$ cat src/lcd4_pkg.sv
// ----------------------------------------------------------------------------
// lcd4_pkg
// Types, command codes and constant tables shared by the 4-bit character LCD
// front end.
// ----------------------------------------------------------------------------
package lcd4_pkg;

    // Request codes.
    localparam logic [2:0] CMD_DATA   = 3'd0;
    localparam logic [2:0] CMD_BYTE   = 3'd1;
    localparam logic [2:0] CMD_CURSOR = 3'd2;
    localparam logic [2:0] CMD_CLEAR  = 3'd3;
    localparam logic [2:0] CMD_PRINT  = 3'd4;
    localparam logic [2:0] CMD_INIT   = 3'd5;

    // Register-select values.
    localparam logic RS_COMMAND = 1'b0;
    localparam logic RS_DATA    = 1'b1;

    // Display command bytes and limits.
    localparam logic [7:0] LCD_CLEAR      = 8'h01;
    localparam logic [7:0] CURSOR_FLAG    = 8'h80;
    localparam logic [7:0] ASCII_ZERO     = 8'h30;
    localparam logic [2:0] ROW_MAX        = 3'd3;
    localparam logic [4:0] COL_MAX        = 5'd19;
    localparam logic [2:0] INIT_LAST_STEP = 3'd6;

    // Reciprocal of ten: floor(v * RECIP10 / 2^35) == v / 10 for any 32-bit v.
    localparam logic [31:0] RECIP10     = 32'hCCCC_CCCD;
    localparam int          RECIP_SHIFT = 35;
    localparam logic [31:0] TEN         = 32'd10;

    // Byte queue between the front and back parts.
    localparam int QDEPTH = 4;
    localparam int QPTR_W = 2;
    localparam int QCNT_W = 3;

    typedef struct packed {
        logic [2:0]  cmd;
        logic [7:0]  byte_value;
        logic [2:0]  row;
        logic [4:0]  column;
        logic [31:0] number;
    } t_req;

    typedef struct packed {
        logic       reg_select;
        logic [3:0] nibble;
        logic [4:0] wait_before_ms;
        logic       last;
    } t_result;

    // One queued byte: sent by the back part as two nibble strobes.
    typedef struct packed {
        logic       reg_select;
        logic [7:0] data;
        logic [4:0] wait_ms;
        logic       last;
    } t_qentry;

    function automatic logic [7:0] row_base(input logic [1:0] row);
        logic [7:0] base;
        case (row)
            2'd0:    base = 8'h00;
            2'd1:    base = 8'h40;
            2'd2:    base = 8'h14;
            default: base = 8'h54;
        endcase
        return base;
    endfunction

    function automatic logic [7:0] init_byte(input logic [2:0] step);
        logic [7:0] value;
        case (step)
            3'd0:    value = 8'h03;
            3'd1:    value = 8'h03;
            3'd2:    value = 8'h02;
            3'd3:    value = 8'h28;
            3'd4:    value = 8'h01;
            3'd5:    value = 8'h0C;
            default: value = 8'h06;
        endcase
        return value;
    endfunction

    function automatic logic [4:0] init_wait(input logic [2:0] step);
        logic [4:0] value;
        case (step)
            3'd0:    value = 5'd16;
            3'd1:    value = 5'd5;
            3'd2:    value = 5'd1;
            default: value = 5'd0;
        endcase
        return value;
    endfunction

endpackage

$ cat src/char_lcd_4bit_interface_core.sv
// An accepted byte request goes to a queue slot; the back end then registers its strobes.
// Strobes follow one per cycle while the queue holds bytes; a byte is sent as two strobes.
// Number print passes each digit through the divide-by-ten multiply and divide states.
// busy is high while a print or init is being expanded or while the byte queue is full.
// The receiver cannot stall, so every strobe is shown for exactly one cycle.
// Reset (synchronous, active low) empties the queue and returns both parts to idle.
// ----------------------------------------------------------------------------
// char_lcd_4bit_interface_core
// Turns display requests into 4-bit bus nibble strobes for a 20x4 character
// LCD: data, command bytes, cursor moves, clear, decimal print and init.
// ----------------------------------------------------------------------------
module char_lcd_4bit_interface_core
    import lcd4_pkg::*;
#(
    parameter int DIGITS_MAX = 10
) (
    input  logic    i_clk,
    input  logic    i_rst_n,
    input  logic    start,
    input  t_req    i_req,
    output logic    busy,
    output logic    o_strobe,
    output t_result o_result
);

    // The front end classifies each accepted request and expands it into
    // bytes: one for data, command, clear and on-screen cursor moves, seven
    // for init, one per decimal digit (plus a leading zero below ten) for
    // print. Bytes carry register select, the init wait and the end mark.
    logic    w_push;
    t_qentry w_push_data;
    logic    w_pop;
    t_qentry w_head;
    logic    w_full;
    logic    w_empty;

    lcd4_front #(
        .DIGITS_MAX (DIGITS_MAX)
    ) u_front (
        .i_clk       (i_clk),
        .i_rst_n     (i_rst_n),
        .start       (start),
        .i_req       (i_req),
        .i_full      (w_full),
        .busy        (busy),
        .o_push      (w_push),
        .o_push_data (w_push_data)
    );

    // The queue lets the front accept the next request, or keep working on
    // digits, while the back end is still sending strobes.
    lcd4_queue u_queue (
        .i_clk       (i_clk),
        .i_rst_n     (i_rst_n),
        .i_push      (w_push),
        .i_push_data (w_push_data),
        .i_pop       (w_pop),
        .o_head      (w_head),
        .o_full      (w_full),
        .o_empty     (w_empty)
    );

    // The back end splits each byte into a high-nibble beat carrying the
    // wait and a low-nibble beat carrying the end mark. Each beat is shown
    // for exactly one cycle, since the receiver cannot stall.
    lcd4_back u_back (
        .i_clk    (i_clk),
        .i_rst_n  (i_rst_n),
        .i_head   (w_head),
        .i_empty  (w_empty),
        .o_pop    (w_pop),
        .o_strobe (o_strobe),
        .o_result (o_result)
    );

endmodule

$ cat src/lcd4_queue.sv
// ----------------------------------------------------------------------------
// lcd4_queue
// Short first-word-fall-through queue of bytes between the front and back.
// ----------------------------------------------------------------------------
module lcd4_queue
    import lcd4_pkg::*;
(
    input  logic    i_clk,
    input  logic    i_rst_n,
    input  logic    i_push,
    input  t_qentry i_push_data,
    input  logic    i_pop,
    output t_qentry o_head,
    output logic    o_full,
    output logic    o_empty
);

    t_qentry           r_mem [QDEPTH];
    logic [QPTR_W-1:0] r_wr_ptr;
    logic [QPTR_W-1:0] r_rd_ptr;
    logic [QCNT_W-1:0] r_count;

    assign o_head  = r_mem[r_rd_ptr];
    assign o_full  = (r_count == QCNT_W'(QDEPTH));
    assign o_empty = (r_count == '0);

    always_ff @(posedge i_clk) begin
        if (i_push) begin
            r_mem[r_wr_ptr] <= i_push_data;
        end
    end

    always_ff @(posedge i_clk) begin
        if (!i_rst_n) begin
            r_wr_ptr <= '0;
            r_rd_ptr <= '0;
            r_count  <= '0;
        end else begin
            if (i_push) begin
                r_wr_ptr <= r_wr_ptr + 1'b1;
            end
            if (i_pop) begin
                r_rd_ptr <= r_rd_ptr + 1'b1;
            end
            case ({i_push, i_pop})
                2'b10:   r_count <= r_count + 1'b1;
                2'b01:   r_count <= r_count - 1'b1;
                default: r_count <= r_count;
            endcase
        end
    end

    // The front only writes when there is room, the back only reads a filled slot.
    a_no_overflow: assert property (@(posedge i_clk) disable iff (!i_rst_n)
        !(i_push && o_full && !i_pop))
        else $error("queue written while full");

    a_no_underflow: assert property (@(posedge i_clk) disable iff (!i_rst_n)
        !(i_pop && o_empty))
        else $error("queue read while empty");

    // The fill count never runs past the number of slots.
    a_count_bound: assert property (@(posedge i_clk) disable iff (!i_rst_n)
        r_count <= QCNT_W'(QDEPTH))
        else $error("queue count past depth");

endmodule

$ cat src/lcd4_front.sv
// ----------------------------------------------------------------------------
// lcd4_front
// Accepts requests, classifies them and turns each into queued bytes; holds
// the decimal digit extractor for number printing.
// ----------------------------------------------------------------------------
module lcd4_front
    import lcd4_pkg::*;
#(
    parameter int DIGITS_MAX = 10
) (
    input  logic    i_clk,
    input  logic    i_rst_n,
    input  logic    start,
    input  t_req    i_req,
    input  logic    i_full,
    output logic    busy,
    output logic    o_push,
    output t_qentry o_push_data
);

    localparam int CNT_W = $clog2(DIGITS_MAX + 1);
    localparam int IDX_W = (DIGITS_MAX > 1) ? $clog2(DIGITS_MAX) : 1;

    typedef enum logic [2:0] {
        S_IDLE,
        S_MUL,
        S_DIV,
        S_EMIT,
        S_INIT
    } t_state;

    t_state           r_state, n_state;
    logic [31:0]      r_val, n_val;
    logic [28:0]      r_quot, n_quot;
    logic             r_lead, n_lead;
    logic [CNT_W-1:0] r_ndig, n_ndig;
    logic [2:0]       r_step, n_step;
    logic [3:0]       r_dig [DIGITS_MAX];

    logic             w_accept;
    logic [63:0]      w_prod;
    logic [31:0]      w_q10;
    logic [31:0]      w_rem;
    logic [3:0]       w_digit;
    logic             w_dig_we;
    logic [CNT_W-1:0] w_rd_cnt;
    logic [IDX_W-1:0] w_rd_idx;
    logic [IDX_W-1:0] w_wr_idx;

    assign busy     = (r_state != S_IDLE) || i_full;
    assign w_accept = start && !busy;

    // Quotient by ten through the reciprocal; the remainder is taken next cycle.
    assign w_prod   = 64'(r_val) * 64'(RECIP10);
    assign w_q10    = {r_quot, 3'b000} + {2'b00, r_quot, 1'b0};
    assign w_rem    = r_val - w_q10;
    assign w_digit  = w_rem[3:0];
    assign w_dig_we = (r_state == S_DIV) && (r_ndig < CNT_W'(DIGITS_MAX));
    assign w_wr_idx = r_ndig[IDX_W-1:0];
    assign w_rd_cnt = r_ndig - 1'b1;
    assign w_rd_idx = w_rd_cnt[IDX_W-1:0];

    always_comb begin
        n_state     = r_state;
        n_val       = r_val;
        n_quot      = r_quot;
        n_lead      = r_lead;
        n_ndig      = r_ndig;
        n_step      = r_step;
        o_push      = 1'b0;
        o_push_data = '0;
        case (r_state)
            S_IDLE: begin
                if (w_accept) begin
                    case (i_req.cmd)
                        CMD_DATA: begin
                            o_push      = 1'b1;
                            o_push_data = '{RS_DATA, i_req.byte_value, 5'd0, 1'b1};
                        end
                        CMD_BYTE: begin
                            o_push      = 1'b1;
                            o_push_data = '{RS_COMMAND, i_req.byte_value, 5'd0, 1'b1};
                        end
                        CMD_CURSOR: begin
                            if (i_req.row <= ROW_MAX && i_req.column <= COL_MAX) begin
                                o_push      = 1'b1;
                                o_push_data = '{RS_COMMAND,
                                                CURSOR_FLAG | (row_base(i_req.row[1:0])
                                                    + {3'b000, i_req.column}),
                                                5'd0, 1'b1};
                            end
                        end
                        CMD_CLEAR: begin
                            o_push      = 1'b1;
                            o_push_data = '{RS_COMMAND, LCD_CLEAR, 5'd0, 1'b1};
                        end
                        CMD_PRINT: begin
                            n_val   = i_req.number;
                            n_lead  = (i_req.number < TEN);
                            n_ndig  = '0;
                            n_state = S_MUL;
                        end
                        CMD_INIT: begin
                            n_step  = '0;
                            n_state = S_INIT;
                        end
                        default: begin
                            n_state = S_IDLE;
                        end
                    endcase
                end
            end
            S_MUL: begin
                n_quot  = w_prod[63:RECIP_SHIFT];
                n_state = S_DIV;
            end
            S_DIV: begin
                if (w_dig_we) begin
                    n_ndig = r_ndig + 1'b1;
                end
                n_val   = {3'b000, r_quot};
                n_state = (r_quot == '0) ? S_EMIT : S_MUL;
            end
            S_EMIT: begin
                if (!i_full) begin
                    o_push = 1'b1;
                    if (r_lead) begin
                        o_push_data = '{RS_DATA, ASCII_ZERO, 5'd0, 1'b0};
                        n_lead      = 1'b0;
                    end else begin
                        o_push_data = '{RS_DATA, ASCII_ZERO + {4'b0000, r_dig[w_rd_idx]},
                                        5'd0, (r_ndig == CNT_W'(1))};
                        n_ndig      = w_rd_cnt;
                        if (r_ndig == CNT_W'(1)) begin
                            n_state = S_IDLE;
                        end
                    end
                end
            end
            S_INIT: begin
                if (!i_full) begin
                    o_push      = 1'b1;
                    o_push_data = '{RS_COMMAND, init_byte(r_step), init_wait(r_step),
                                    (r_step == INIT_LAST_STEP)};
                    n_step      = r_step + 1'b1;
                    if (r_step == INIT_LAST_STEP) begin
                        n_state = S_IDLE;
                    end
                end
            end
            default: begin
                n_state = S_IDLE;
            end
        endcase
    end

    always_ff @(posedge i_clk) begin
        if (!i_rst_n) begin
            r_state <= S_IDLE;
            r_lead  <= 1'b0;
            r_ndig  <= '0;
            r_step  <= '0;
        end else begin
            r_state <= n_state;
            r_lead  <= n_lead;
            r_ndig  <= n_ndig;
            r_step  <= n_step;
        end
        r_val  <= n_val;
        r_quot <= n_quot;
    end

    // Digits are stored least significant first and read back in reverse.
    always_ff @(posedge i_clk) begin
        if (w_dig_we) begin
            r_dig[w_wr_idx] <= w_digit;
        end
    end

endmodule

$ cat src/lcd4_back.sv
// ----------------------------------------------------------------------------
// lcd4_back
// Drains queued bytes and sends each as two nibble strobes, high nibble first.
// ----------------------------------------------------------------------------
module lcd4_back
    import lcd4_pkg::*;
(
    input  logic    i_clk,
    input  logic    i_rst_n,
    input  t_qentry i_head,
    input  logic    i_empty,
    output logic    o_pop,
    output logic    o_strobe,
    output t_result o_result
);

    logic    r_low_pend, n_low_pend;
    logic    r_strobe, n_strobe;
    t_qentry r_hold, n_hold;
    t_result r_result, n_result;

    assign o_pop    = !r_low_pend && !i_empty;
    assign o_strobe = r_strobe;
    assign o_result = r_result;

    always_comb begin
        n_low_pend = r_low_pend;
        n_hold     = r_hold;
        n_strobe   = 1'b0;
        n_result   = r_result;
        if (r_low_pend) begin
            n_strobe   = 1'b1;
            n_result   = '{r_hold.reg_select, r_hold.data[3:0], 5'd0, r_hold.last};
            n_low_pend = 1'b0;
        end else if (o_pop) begin
            n_strobe   = 1'b1;
            n_result   = '{i_head.reg_select, i_head.data[7:4], i_head.wait_ms, 1'b0};
            n_hold     = i_head;
            n_low_pend = 1'b1;
        end
    end

    always_ff @(posedge i_clk) begin
        if (!i_rst_n) begin
            r_low_pend <= 1'b0;
            r_strobe   <= 1'b0;
        end else begin
            r_low_pend <= n_low_pend;
            r_strobe   <= n_strobe;
        end
        r_hold   <= n_hold;
        r_result <= n_result;
    end

    // A pending low nibble always goes out in the next cycle.
    a_low_follows: assert property (@(posedge i_clk) disable iff (!i_rst_n)
        r_low_pend |=> o_strobe)
        else $error("low nibble strobe missing");

    // The end-of-request mark only rides on a low nibble.
    a_last_on_low: assert property (@(posedge i_clk) disable iff (!i_rst_n)
        (o_strobe && o_result.last) |-> !r_low_pend)
        else $error("last flag on a high nibble");

    // An init wait only precedes a high nibble.
    a_wait_on_high: assert property (@(posedge i_clk) disable iff (!i_rst_n)
        (o_strobe && o_result.wait_before_ms != 5'd0) |-> r_low_pend)
        else $error("wait attached to a low nibble");

endmodule

$ cat config.mk
export PLATFORM = sky130hd
export DESIGN_NAME = char_lcd_4bit_interface_core
export DESIGN_NICKNAME = d
export VERILOG_FILES = /design/src/lcd4_pkg.sv /design/src/char_lcd_4bit_interface_core.sv /design/src/lcd4_queue.sv /design/src/lcd4_front.sv /design/src/lcd4_back.sv
export SDC_FILE = /design/constraint.sdc
export NUM_CORES = 1
export LEC_CHECK = 0
export ABC_AREA = 0
export BUFFER_PORTS_ARGS = -buffer_cell sky130_fd_sc_hd__buf_2
export CORE_ASPECT_RATIO = 1.2
export CORE_MARGIN = 8
export CORE_UTILIZATION = 53
export DETAILED_ROUTE_END_ITERATION = 10
export MAX_ROUTING_LAYER = met4
export PLACE_DENSITY = 0.69
export SYNTH_ARGS = -nofsm -noshare
export SYNTH_HDL_FRONTEND = slang
export SYNTH_SLANG_ARGS = --single-unit
$ cat constraint.sdc
create_clock -name i_clk -period 19.4 [get_ports i_clk]
set_input_delay 0.97 -clock i_clk [delete_from_list [all_inputs] [get_ports i_clk]]
set_output_delay 0.97 -clock i_clk [all_outputs]
set_load 0.005 [all_outputs]
## Word-level counts from Yosys, hierarchy flattened

Memories as Yosys holds them, arrays and structs flattened. A register that Yosys moved wholly into a read port is not among the register bits.
Index checks and enable logic that the tools add are counted.

- Add/subtract/negate cells: 11
- $mul: 1
- Order comparisons: 4
- Equality and inequality tests: 31
- Muxes and demuxes: 56
- Bitwise logic cells: 2
- Reduce and logical (&&, ||, !) cells: 32

Operators by type and width:

| cell | number |
|---|---|
| 32-bit by 32-bit multiplier with 64-bit output (second input constant) | 1 |
| 32-bit 2-to-1 mux | 2 |
| 32-bit one-hot mux with 2 select lines | 1 |
| 15-bit one-hot mux with 4 select lines | 1 |
| 15-bit one-hot mux with 3 select lines | 1 |
| 14-bit 2-to-1 mux | 3 |
| 32-bit by 4-bit less-than comparator with 1-bit output (second input constant) | 1 |
| 15-bit 2-to-1 mux | 2 |
| 6-bit one-hot mux with 5 select lines | 1 |
| 29-bit logical NOT | 1 |
| 7-bit 2-to-1 mux | 4 |
| 3-bit 2-to-1 mux | 9 |
| 11-bit 2-to-1 mux | 2 |
| 3-bit equality test (second input constant) | 7 |
| 7-bit one-hot mux with 3 select lines | 1 |
| 4-bit 2-to-1 mux | 5 |
| 3-bit by 2-bit equality test with 1-bit output (second input constant) | 6 |
| 3-bit one-hot mux with 5 select lines | 1 |
| 5-bit one-hot mux with 3 select lines | 1 |
| 3-bit logical NOT | 4 |
| 1-bit 2-to-1 mux | 12 |
| 2-bit inequality test (second input constant) | 6 |
| 3-bit one-hot mux with 2 select lines | 2 |
| 4-bit one-hot mux with 3 select lines | 1 |
| other kinds (35) | 62 |

- Register bits: 98
- Memory bits (writable): 100
- Bits of input ports: 54
- Memories: 2

Memory list:

| name | words | bits a word | read ports | clocked after Yosys merged registers in | write ports | RTL line | RTL |
|---|---|---|---|---|---|---|---|
| u_queue.r_mem | 4 | 15 | 1 | 1 | 1 | lcd4_queue.sv:18 | `t_qentry r_mem [QDEPTH];` |
| u_front.r_dig | 10 | 4 | 1 | 0 | 1 | lcd4_front.sv:38 | `logic [3:0] r_dig [DIGITS_MAX];` |

## Depth between registers and ports, before layout

Gate-level depths: netlist of the first run.

- Depth after elaboration: 11
- Gate-level depth with buffers: 25
- Depth with buffers taken out: 25

## By module

A second synthesis of the first run with hierarchy kept.

- Cells, all modules: 2,250
- Area total of the unflattened synthesis: 25,294.3 sq um

By module, submodules not included:

| module | instances | cells an instance | area an instance (sq um) | seq. area each (sq um) |
|---|---|---|---|---|
| lcd4_front | 1 | 2,080 | 21,964.8 | 3,253.1 |
| lcd4_queue | 1 | 124 | 2,645.0 | 1,981.9 |
| lcd4_back | 1 | 46 | 684.4 | 500.5 |

## Least setup slack after synthesis of the first run

No wires, ideal clock.

- Path type: register -> register
- Start: reg u_front.r_val[20]
- End: reg u_front.r_quot[25] (data pin)
- Library setup time: 259 ps
- Arrival time: 6,404 ps
- Data required time: 19,141 ps
- Setup slack: 12,736 ps
- Cell stages (with the launch flop): 25
- Path buffers: 1
- Period minus slack after synthesis: 6,664 ps
- Path through: edfxtp_1 > ha_1 > inv_1 > fa_1 > inv_1 > fa_1 > inv_1 > fa_1 > inv_1 > fa_1 > fa_1 > fa_1 > inv_1 > fa_1 > inv_1 > ha_1 > clkbuf_1 > and3_1 > a21oi_2 > nand3_1 > a41oi_2 > o21ai_2 > a311o_1 > and2_1 > xor2_1

- Cells in the longest elaborated chain, start to end: 1

Ends and longest elaborated chain:

| element | RTL line | RTL |
|---|---|---|
| start: declaration | lcd4_front.sv:33 | `logic [31:0] r_val, n_val;` |
| start signal: assignment | lcd4_front.sv:169 | `r_val <= n_val;` |
| 32-bit by 32-bit multiplier with 64-bit output | lcd4_front.sv:54 | `assign w_prod = 64'(r_val) * 64'(RECIP10);` |
| net u_front.w_prod[60] | lcd4_front.sv:41 | `logic [63:0] w_prod;` |
| end signal: assignment | lcd4_front.sv:170 | `r_quot <= n_quot;` |
| end: declaration | lcd4_front.sv:34 | `logic [28:0] r_quot, n_quot;` |

The timed path passes the listed nets, and every way through them passes these cells.
A chain may end at the register's enable or synchronous reset.

## Worst setup path in the final report of the first run

- Start: reg u_front.r_val[9]
- End: reg u_front.r_quot[28] (data pin)

The elaborated chain is that of the path after synthesis.

==> impl_metrics.py, run 1 <==
metrics = {
    "outcome": {
        "outcome": "complete, no violations",
    },
    "finish": {
        "area.growth.synth_to_final_pct": 6.82,
        "drive_above_1_share_pct": 6.21,
        "diodes": 0,
        "n_fill_cell": 4070,
        "multiInputGateArea_um2": 17100,
        "nets": 3131,
        "post-route-util_pct": 56.8,
        "seqCellArea_um2": 5460,
    },
    "critical_path": {
        "crit_end": "u_front.r_quot[28]$_DFFE_PP_",
        "cp.arrival_ns": 7.99,
        "timing.rr.end": "u_front.r_quot[28]$_DFFE_PP_",
        "critPathLaunchType": "flop",
        "crit_fanout": 6,
        "r2r_start": "u_front.r_val[9]$_DFFE_PP_",
        "r2r_cells": 22,
        "rrSetupSlack_ns": 11.62,
        "critPathLaunch": "u_front.r_val[9]$_DFFE_PP_",
        "crit_required_ns": 19.61,
        "crit_path_end_kind": "flop",
        "critPathKind": "reg2reg",
    },
    "logic_synthesis": {
        "seq_area_frac_synth_pct": 22.0,
        "mappedNetlistArea_um2": 24800,
        "async_flop_share_pct": 0,
        "synth_top_area_share_pct": 31.3,
        "yosysWarnings": 0,
        "synth.distinct_cells": 70,
        "synth_area_leaders": "fa_1 (31%), edfxtp_1 (20%), ha_1 (19%)",
        "yosysMostFrequentCell": "inv_1",
        "syn_inst": 2267,
        "synth_largest_area_cell": "fa_1",
        "synthFlopType": "edfxtp_1",
        "synth_area_per_cell_um2": 10.9,
        "ys_top_cells_by_count": "inv_1 (556), fa_1 (387), ha_1 (367)",
        "synth_edf_count": 165,
        "ys_ff_latch": 190,
    },
    "cts": {
        "cts.repair.resized": 0,
        "clock_path_buffers": 2,
        "cts_setup_buffers": 0,
        "clock_sinks": 190,
        "numCtsBuffers": 17,
        "clk_pin_slew_ns": 0.09,
        "h-tree-depth": 4,
        "clk-insertion-delay-late_ns": 0.47,
        "cts_hold_buf": 0,
        "tritoncts": "done",
        "root_buffer": "clkbuf_16",
    },
    "sta": {
        "finalSetupTns_ns": 0,
        "worst_pin_slew_ns": 0.980,
        "whs_ns": 0.485,
        "slew_violations": 0,
        "clock_skew_ns": 0.0190,
        "setup_viol": 0,
        "period_needed_ns": 7.78,
        "fin_crit_sh_pct": 40.1,
        "max_freq_mhz": 129,
        "layout_setup_ws_ns": 11.62,
        "max_slew_margin_pct": 34.1,
        "finalHoldViolCount": 0,
        "rsz0062_at_grt": "false",
    },
    "die": {
        "die_area_um2": 53900,
        "io_pins": 67,
        "rows": 87,
        "start_util_pct": 53.2,
        "die_w_um": 213,
        "core_um2": 46600,
        "die_h_um": 253,
    },
    "worst_hold_path": {
        "hp-class": "reg2reg",
        "min-delay-start": "u_back.o_result[1]$_SDFFE_PP0P_",
    },
    "placement": {
        "place_congestion": 1.02,
        "pre_cts_ws_ns": 11.69,
        "dp_hpwl_um": 62300,
        "placement.io_buffers": 64,
    },
    "grt": {
        "grt_usage_pct": 28.6,
        "antenna_found_initial": 0,
        "grt_pass1_wl_um": 110000,
        "grt_overflow_total": 0,
        "grt_pass1_vias": 18400,
        "grt_max_degree": 38,
    },
    "detailed_routing": {
        "routedWlPerCell_um": 24.3,
        "dr.pass1.iters": 5,
        "via_per_inst": 5.63,
        "routed_wl_um": 72000,
        "drt_iter0_drc": 1070,
        "drc_errors": 0,
        "ant_nets": 0,
        "routed-via-count": 16600,
    },
    "run": {
        "cap_violations": 0,
    },
}
## flip-flops by register name (all words and copies together) (netlist names), named ones only
signal,cells
u_queue.r_count,3
u_queue.r_wr_ptr,2
u_back.o_strobe,1
u_front.r_lead,1
u_front.r_dig,40
u_front.r_ndig,4
u_queue.r_rd_ptr,2
u_front.r_state,3
u_back.o_result,9
u_front.r_quot,29
u_back.r_low_pend,1
u_queue.r_mem,52
u_front.r_val,32
u_front.r_step,3
u_back.r_hold,6
## metal layers
layer  routed length [µm]  part of all wire, %  track usage [%]  up-vias
met5                    0                    0                -        -
met4                 6440                  8.9             20.6        0
met3                 2970                  4.1             3.19      212
met2                36600                   51             48.6      529
met1                26000                   36             30.8     8443
li1                     -                    -                -     7461
## critical path, cell delays in order (launching register included)
cell,delay (ns)
edfxtp_1,0.62
ha_1,0.54
inv_1,0.19
fa_1,0.56
inv_1,0.05
fa_1,0.49
inv_1,0.05
fa_1,0.51
inv_1,0.06
fa_1,0.60
fa_1,0.44
fa_1,0.61
fa_1,0.45
ha_1,0.37
nand4_1,0.17
a211oi_1,0.29
o211ai_1,0.12
a21oi_1,0.26
nor3_2,0.15
o311ai_1,0.45
o221ai_2,0.24
mux2i_1,0.20
nand4_1,0.09
## layout by cell type (no fill, tap or decap), types with 4 or more instances in the layout
cell type	netlist	final
nand3_1	25	25
nor4_1	18	17
a21o_1	31	31
or3_1	7	7
inv_1	556	556
a31oi_1	9	9
a211oi_1	7	7
o21a_1	4	4
a21boi_0	5	5
nand2_1	159	159
o22ai_1	6	6
mux2i_1	7	7
buf_4	2	9
mux4_2	21	21
o211ai_1	8	8
nor3b_1	5	4
a21oi_1	78	78
o21ai_0	36	36
edfxtp_1	165	165
fa_1	387	387
buf_2	4	64
nor2b_1	13	13
and2_1	23	23
nand4_1	13	13
xnor2_1	41	41
ha_1	367	367
a22o_1	8	8
nor3_1	16	16
nor2_1	42	42
nand2b_1	6	6
dfxtp_1	25	25
xor2_1	48	48
o21bai_1	10	10
clkinv_8	0	7
and3_1	15	15
o21ai_1	6	6
clkbuf_16	0	17
o221ai_1	6	6
a22oi_1	8	8
## cell families after synthesis
kind of cell               share of synthesized area, %
AOI/OAI and AO/OA                                  6.55
xor gates and xnor gates                           3.15
adders and majority gates                          49.8
buffers and inverters                              9.04
DFF                                                22.0
muxes                                              2.33
other                                            0.0151
and+or+nand+nor                                    7.07
## stage by stage
stage	area (µm²)	std cells
floorplan	24800	2268
detailed placement	25800	2927
global placement	25800	2927
global route	26500	2959
finish	26500	2959
CTS	26500	2959
## worst min-delay path by stage
stage / end / slack (ns) / cells after the start
after floorplan: u_back.o_result[1]$_SDFFE_PP0P_ / 0.47 / 1
after global routing: u_back.o_result[1]$_SDFFE_PP0P_ / 0.53 / 1
after CTS: u_back.o_result[1]$_SDFFE_PP0P_ / 0.49 / 1
after global placement: u_back.o_result[5]$_SDFFE_PP0P_ / 0.46 / 1
after detailed placement: u_back.o_result[1]$_SDFFE_PP0P_ / 0.48 / 1
final: u_back.o_result[1]$_SDFFE_PP0P_ / 0.49 / 1
## final cells by class
cell class,instances,area share (%)
clock inverter,15,0.875
multi-input combinational,1485,64.6
inverter,556,7.89
clock buffer,17,1.61
timing repair buffer,73,1.47
tap,623,2.95
sequential,190,20.6
Power of run 1 is left out: the tool's default activity adds up to more than one toggle a clock period on the data nets, which glitch-free logic cannot reach.
==> inputs of run 2 (changes only) <==
Settings changed: PLACE_DENSITY 0.69 to 0.72.
Clock period 19.4 ns to 6.5 ns, I/O delays scaled along.
==> run 2 against run 1 <==
Compared with the run above: the run now ends with negative setup slack left; clock skew rose by 0.0070 ns; utilization up 8.8 points; via count grew 10%; die area unchanged; clock-buffer cell count unchanged; global-route usage grew 2.0 points; fmax rose by 11%.
==> impl_metrics.py, run 2 (synthesis gave the netlist of run 1 again) <==
metrics = {
    "finish": {
        "layout_commonest_cell": "inv_1",
        "regMostFlops": "u_queue.r_mem",
        "area.growth.synth_to_final_pct": 23.3,
        "layout_common_cells": "inv_1 (535), buf_4 (362), fa_1 (361), ha_1 (312), edfxtp_1 (165)",
        "drive_above_1_share_pct": 26.0,
        "post-route-util_pct": 65.6,
        "nets": 3503,
        "reg.largest.list": "u_queue.r_mem x52, u_front.r_dig x40, u_front.r_val x32",
        "largest_register_ffs": 52,
    },
    "cts": {
        "numCtsBuffers": 17,
        "cts_hold_buf": 0,
        "clk-insertion-delay-late_ns": 0.47,
        "h-tree-depth": 4,
        "clk_pin_slew_ns": 0.09,
        "clock_path_buffers": 2,
        "root_buffer": "clkbuf_16",
        "tritoncts": "done",
        "clock_sinks": 190,
    },
    "sta": {
        "slew_violations": 0,
        "worst_pin_slew_ns": 1.08,
        "layout_setup_ws_ns": -0.483,
        "period_needed_ns": 6.98,
        "fin_crit_sh_pct": 107,
        "whs_ns": 0.158,
        "rsz0062_at_grt": "true",
        "max_slew_margin_pct": 27.6,
        "max_freq_mhz": 143,
        "setup_viol": 25,
        "finalHoldViolCount": 0,
        "clock_skew_ns": 0.0260,
    },
    "critical_path": {
        "critPathLaunchType": "flop",
        "cp.depth": 24,
        "crit_family": "adder cells",
        "critPathLaunch": "u_front.r_val[17]$_DFFE_PP_",
        "critPathSlowestCell": "fa_1",
        "crit_fanout": 3,
        "cp.arrival_ns": 7.18,
        "crit_required_ns": 6.70,
        "critPathKind": "reg2reg",
        "timing.rr.end": "u_front.r_quot[28]$_DFFE_PP_",
        "critPathBufInv": 6,
        "r2r_cells": 24,
        "cpMostUsedCell": "fa_1",
        "rrSetupSlack_ns": -0.48,
        "crit_path_end_kind": "flop",
        "cpPeakStageDelay_ns": 0.57,
        "crit_end": "u_front.r_quot[28]$_DFFE_PP_",
        "r2r_start": "u_front.r_val[17]$_DFFE_PP_",
        "crit_chain": "ha_4 -> inv_4 -> fa_1 -> inv_2 -> fa_1 -> inv_1 -> fa_1 -> inv_2 -> fa_1 -> fa_1 -> fa_1 -> fa_1 -> ha_4 -> buf_6 -> nand4_1 -> nor2_2 -> nand3_1 -> nand3_2 -> a41oi_4 -> buf_4 -> o311ai_4 -> o221ai_4 -> mux2i_1 -> nand4_1",
    },
    "grt": {
        "antenna_found_initial": 1,
        "grt_overflow_total": 0,
        "grt_pass1_wl_um": 118000,
        "grt_usage_pct": 30.6,
        "grt_pass1_vias": 20400,
        "grt_max_degree": 38,
    },
    "detailed_routing": {
        "ant_nets": 0,
        "drt_iter0_drc": 1172,
        "routed_wl_um": 77500,
        "routedWlPerCell_um": 23.3,
        "via_per_inst": 5.50,
        "drc_errors": 0,
        "routed-via-count": 18300,
        "dr.pass1.iters": 5,
    },
    "worst_hold_path": {
        "hp-class": "in2reg",
    },
    "die": {
        "die_h_um": 253,
        "core_um2": 46600,
        "io_pins": 67,
        "die_w_um": 213,
        "die_area_um2": 53900,
        "start_util_pct": 53.2,
        "rows": 87,
    },
    "placement": {
        "place_congestion": 1.05,
        "placement.io_buffers": 64,
        "dp_hpwl_um": 65400,
    },
    "outcome": {
        "violations": "negative setup slack",
        "outcome": "complete, but fails checks",
    },
    "run": {
        "cap_violations": 0,
    },
}
## run 2: cell types whose count changed in the layout (fill, tap and decap cells not counted), moves of 25 or more
cell     before  now
buf_4         9  362
ha_1        367  312
ha_4          0   47
fa_1        387  361
fa_2          0   26
a21oi_1      78   53
## run 2: metal layers
| layer | vias to the layer above | share of wire (%) | global-route usage (%) |
|---|---|---|---|
| met5 | - | 0 | - |
| met1 | 9224 | 36 | 32.2 |
| met4 | 0 | 9.1 | 22.2 |
| met2 | 620 | 51 | 51.7 |
| li1 | 8216 | - | - |
| met3 | 272 | 4.6 | 4.88 |
## run 2: area by class of cell
| class | count | area [µm²] |
|---|---|---|
| multi-input cells | 1485 | 18300 |
| fillers | 3632 | 16000 |
| flip-flops and latches | 190 | 5460 |
| repair buffers | 445 | 3250 |
| inverters | 556 | 2090 |
| well taps | 623 | 779 |
| clock buffers | 17 | 425 |
| clock inverters | 15 | 195 |
| diodes | 1 | 2.50 |
## run 2: repair_timing
action	4_1_cts	5_1_grt
gates resized for setup	144	101
buffers inserted	37	11
endpoints found under the hold margin	0	0
setup endpoints to repair	28	29
pin swaps	87	58
## run 2: worst min path at each step
stage                                          from                              end  slack [ns]  cells past startpoint
floorplan           u_back.o_result[1]$_SDFFE_PP0P_  u_back.o_result[1]$_SDFFE_PP0P_        0.47                      1
detailed placement  u_back.o_result[1]$_SDFFE_PP0P_  u_back.o_result[1]$_SDFFE_PP0P_        0.46                      1
CTS                                       i_req[27]      u_front.r_val[27]$_DFFE_PP_        0.12                      3
finish                                    i_req[27]      u_front.r_val[27]$_DFFE_PP_        0.16                      3
global route                              i_req[27]      u_front.r_val[27]$_DFFE_PP_        0.15                      3
global placement    u_back.o_result[5]$_SDFFE_PP0P_  u_back.o_result[5]$_SDFFE_PP0P_        0.46                      1
## run 2: per-stage QoR
step / setup WS, ns / cells / TNS (ns) / instance area [µm²]
after floorplan: 0.00627 / 2268 / 0 / 24800
after global placement: -0.526 / 3255 / -9.83 / 28300
after detailed placement: -0.712 / 3255 / -12.12 / 28300
after CTS: -0.332 / 3323 / -4.18 / 29900
after global routing: -0.674 / 3332 / -12.48 / 30500
final: -0.483 / 3332 / -7.00 / 30500
## run 2: worst register-to-register path, cell delays in order (launching register included)
cell and delay [ns]:
edfxtp_1 0.53, ha_4 0.35, inv_4 0.04, fa_1 0.51
inv_2 0.04, fa_1 0.49, inv_1 0.05, fa_1 0.57
inv_2 0.06, fa_1 0.55, fa_1 0.44, fa_1 0.54
fa_1 0.47, ha_4 0.33, buf_6 0.11, nand4_1 0.18
nor2_2 0.18, nand3_1 0.14, nand3_2 0.12, a41oi_4 0.15
buf_4 0.18, o311ai_4 0.27, o221ai_4 0.16, mux2i_1 0.18
nand4_1 0.09
Power of run 2 is left out for the same reason.
==> inputs of run 3 (changes only) <==
Settings changed: SETUP_SLACK_MARGIN set to 0.5.
==> run 3 against run 2 <==
Compared with the run above: the run still ends with negative setup slack left; clock skew grew 0.0081 ns; final cell count increased by 0.15%; largest cell class unchanged; worst hold slack lost 0.0088 ns; first-iteration DRC count shrank 2.0%; non-clock buffer count up 6.
==> impl_metrics.py, run 3 (synthesis gave the netlist of run 1 again) <==
metrics = {
    "outcome": {
        "outcome": "complete, but fails checks",
        "violations": "negative setup slack",
    },
    "detailed_routing": {
        "via_per_inst": 5.44,
        "ant_nets": 0,
        "routedWlPerCell_um": 23.3,
        "routed_wl_um": 77800,
        "drc_errors": 0,
        "routed-via-count": 18200,
        "dr.pass1.iters": 6,
        "drt_iter0_drc": 1149,
    },
    "critical_path": {
        "cp.arrival_ns": 7.31,
        "critPathLaunchType": "flop",
        "crit_fanout": 7,
        "crit_required_ns": 6.72,
        "critPathKind": "reg2reg",
        "crit_path_end_kind": "flop",
    },
    "die": {
        "die_h_um": 253,
        "io_pins": 67,
        "die_area_um2": 53900,
        "die_w_um": 213,
        "start_util_pct": 53.2,
        "rows": 87,
        "core_um2": 46600,
    },
    "cts": {
        "tritoncts": "done",
        "h-tree-depth": 4,
        "clk_pin_slew_ns": 0.10,
        "clk-insertion-delay-late_ns": 0.49,
        "root_buffer": "clkbuf_16",
        "numCtsBuffers": 17,
        "clock_sinks": 190,
        "clock_path_buffers": 2,
    },
    "sta": {
        "clock_skew_ns": 0.0341,
        "rsz0062_at_grt": "true",
        "max_freq_mhz": 141,
        "fin_crit_sh_pct": 109,
        "finalSetupTns_ns": -10.31,
        "worst_pin_slew_ns": 0.975,
        "max_slew_margin_pct": 34.9,
        "slew_violations": 0,
        "period_needed_ns": 7.09,
        "layout_setup_ws_ns": -0.592,
        "finalHoldViolCount": 0,
        "setup_viol": 28,
    },
    "finish": {
        "final_cells": 3337,
        "largest_register_ffs": 52,
        "drive_above_1_share_pct": 24.6,
        "layout_commonest_cell": "inv_1",
        "regMostFlops": "u_queue.r_mem",
        "nets": 3509,
        "reg.largest.list": "u_queue.r_mem x52, u_front.r_dig x40, u_front.r_val x32",
        "area.growth.synth_to_final_pct": 22.5,
        "final_cell_area_um2": 30300,
        "layout_common_cells": "inv_1 (542), fa_1 (370), buf_4 (361), ha_1 (325), edfxtp_1 (165)",
        "diodes": 0,
    },
    "run": {
        "cap_violations": 0,
    },
    "grt": {
        "grt_overflow_total": 0,
        "met2_usage_pct": 51.3,
        "busiest_layer": "met2",
        "grtUsageMet3_pct": 3.19,
        "grt_pass1_vias": 19800,
        "grt_pass1_wl_um": 116000,
        "antenna_found_initial": 0,
        "use_met1_pct": 32.7,
        "grt_usage_pct": 30.3,
        "grt_max_degree": 38,
    },
    "placement": {
        "dp_hpwl_um": 67100,
        "place_area_um2": 28700,
        "place_inst": 3257,
        "placement.io_buffers": 64,
        "place_congestion": 1.06,
    },
    "worst_hold_path": {
        "hp-class": "in2reg",
    },
}
run 3: cell types whose count changed in the layout (fill, tap and decap cells not counted), moves of 7 or more:
cell and change:
inv_2 -7, ha_1 +13, fa_1 +9, ha_4 -14, fa_2 -9, inv_1 +7
run 3: path summary, 6_finish.rpt:
kind	startpoint	to	slack, ns	depth (start not counted)
worst max-delay path	u_front.r_val[11]$_DFFE_PP_	u_front.r_quot[26]$_DFFE_PP_	-0.59	23
worst min register to register	u_back.o_result[3]$_SDFFE_PP0P_	u_back.o_result[3]$_SDFFE_PP0P_	0.53	1
worst min-delay path	i_req[25]	u_front.r_val[25]$_DFFE_PP_	0.15	3
worst max register to register	u_front.r_val[11]$_DFFE_PP_	u_front.r_quot[26]$_DFFE_PP_	-0.59	23
run 3: what timing repair did:
action                                  CTS  global route
pin swaps                                49            35
buffers inserted                         34            14
hold buffers                              0             0
resized for setup                        93            61
endpoints found under the hold margin     0             0
endpoints found under the setup margin   29            29
run 3: per-stage QoR:
step / hold slack (ns) / util [%] / setup WS, ns
after detailed placement: 0.513 / 61.5 / -0.752
after global placement: 0.492 / 61.5 / -0.660
after floorplan: 0.475 / - / 0.0504
after CTS: 0.132 / 64.3 / -0.520
final: 0.149 / 65.1 / -0.592
after global routing: 0.147 / 65.1 / -0.685
run 3: area by class of cell:
type                       instances  area, µm²
inverter                         556       2090
clock inverter                    13        128
fill                            3764      16200
multi-input combinational       1485      18100
clock buffer                      19        433
timing repair buffer             451       3340
sequential                       190       5460
tap                              623        779
run 3: layer usage:
| layer | routed length (µm) | vias up |
|---|---|---|
| met5 | 0 | - |
| met1 | 28100 | 9222 |
| li1 | - | 8230 |
| met4 | 7120 | 0 |
| met2 | 39900 | 511 |
| met3 | 2640 | 200 |
run 3: worst max-delay path: stages (launching register included):
cell and delay, ns:
edfxtp_1 0.52, buf_6 0.17, ha_4 0.27, buf_4 0.18, inv_1 0.15, buf_4 0.18, xnor2_1 0.40, fa_1 0.52
fa_1 0.42, fa_1 0.67, fa_1 0.47, fa_1 0.45, ha_1 0.29, ha_1 0.29, a21oi_1 0.20, o21ai_0 0.15
a21oi_2 0.22, nand3_2 0.12, nor3_4 0.26, buf_6 0.16, o21ai_4 0.05, a311o_1 0.35, a31oi_1 0.23, xnor2_1 0.09
Power of run 3 is left out for the same reason.
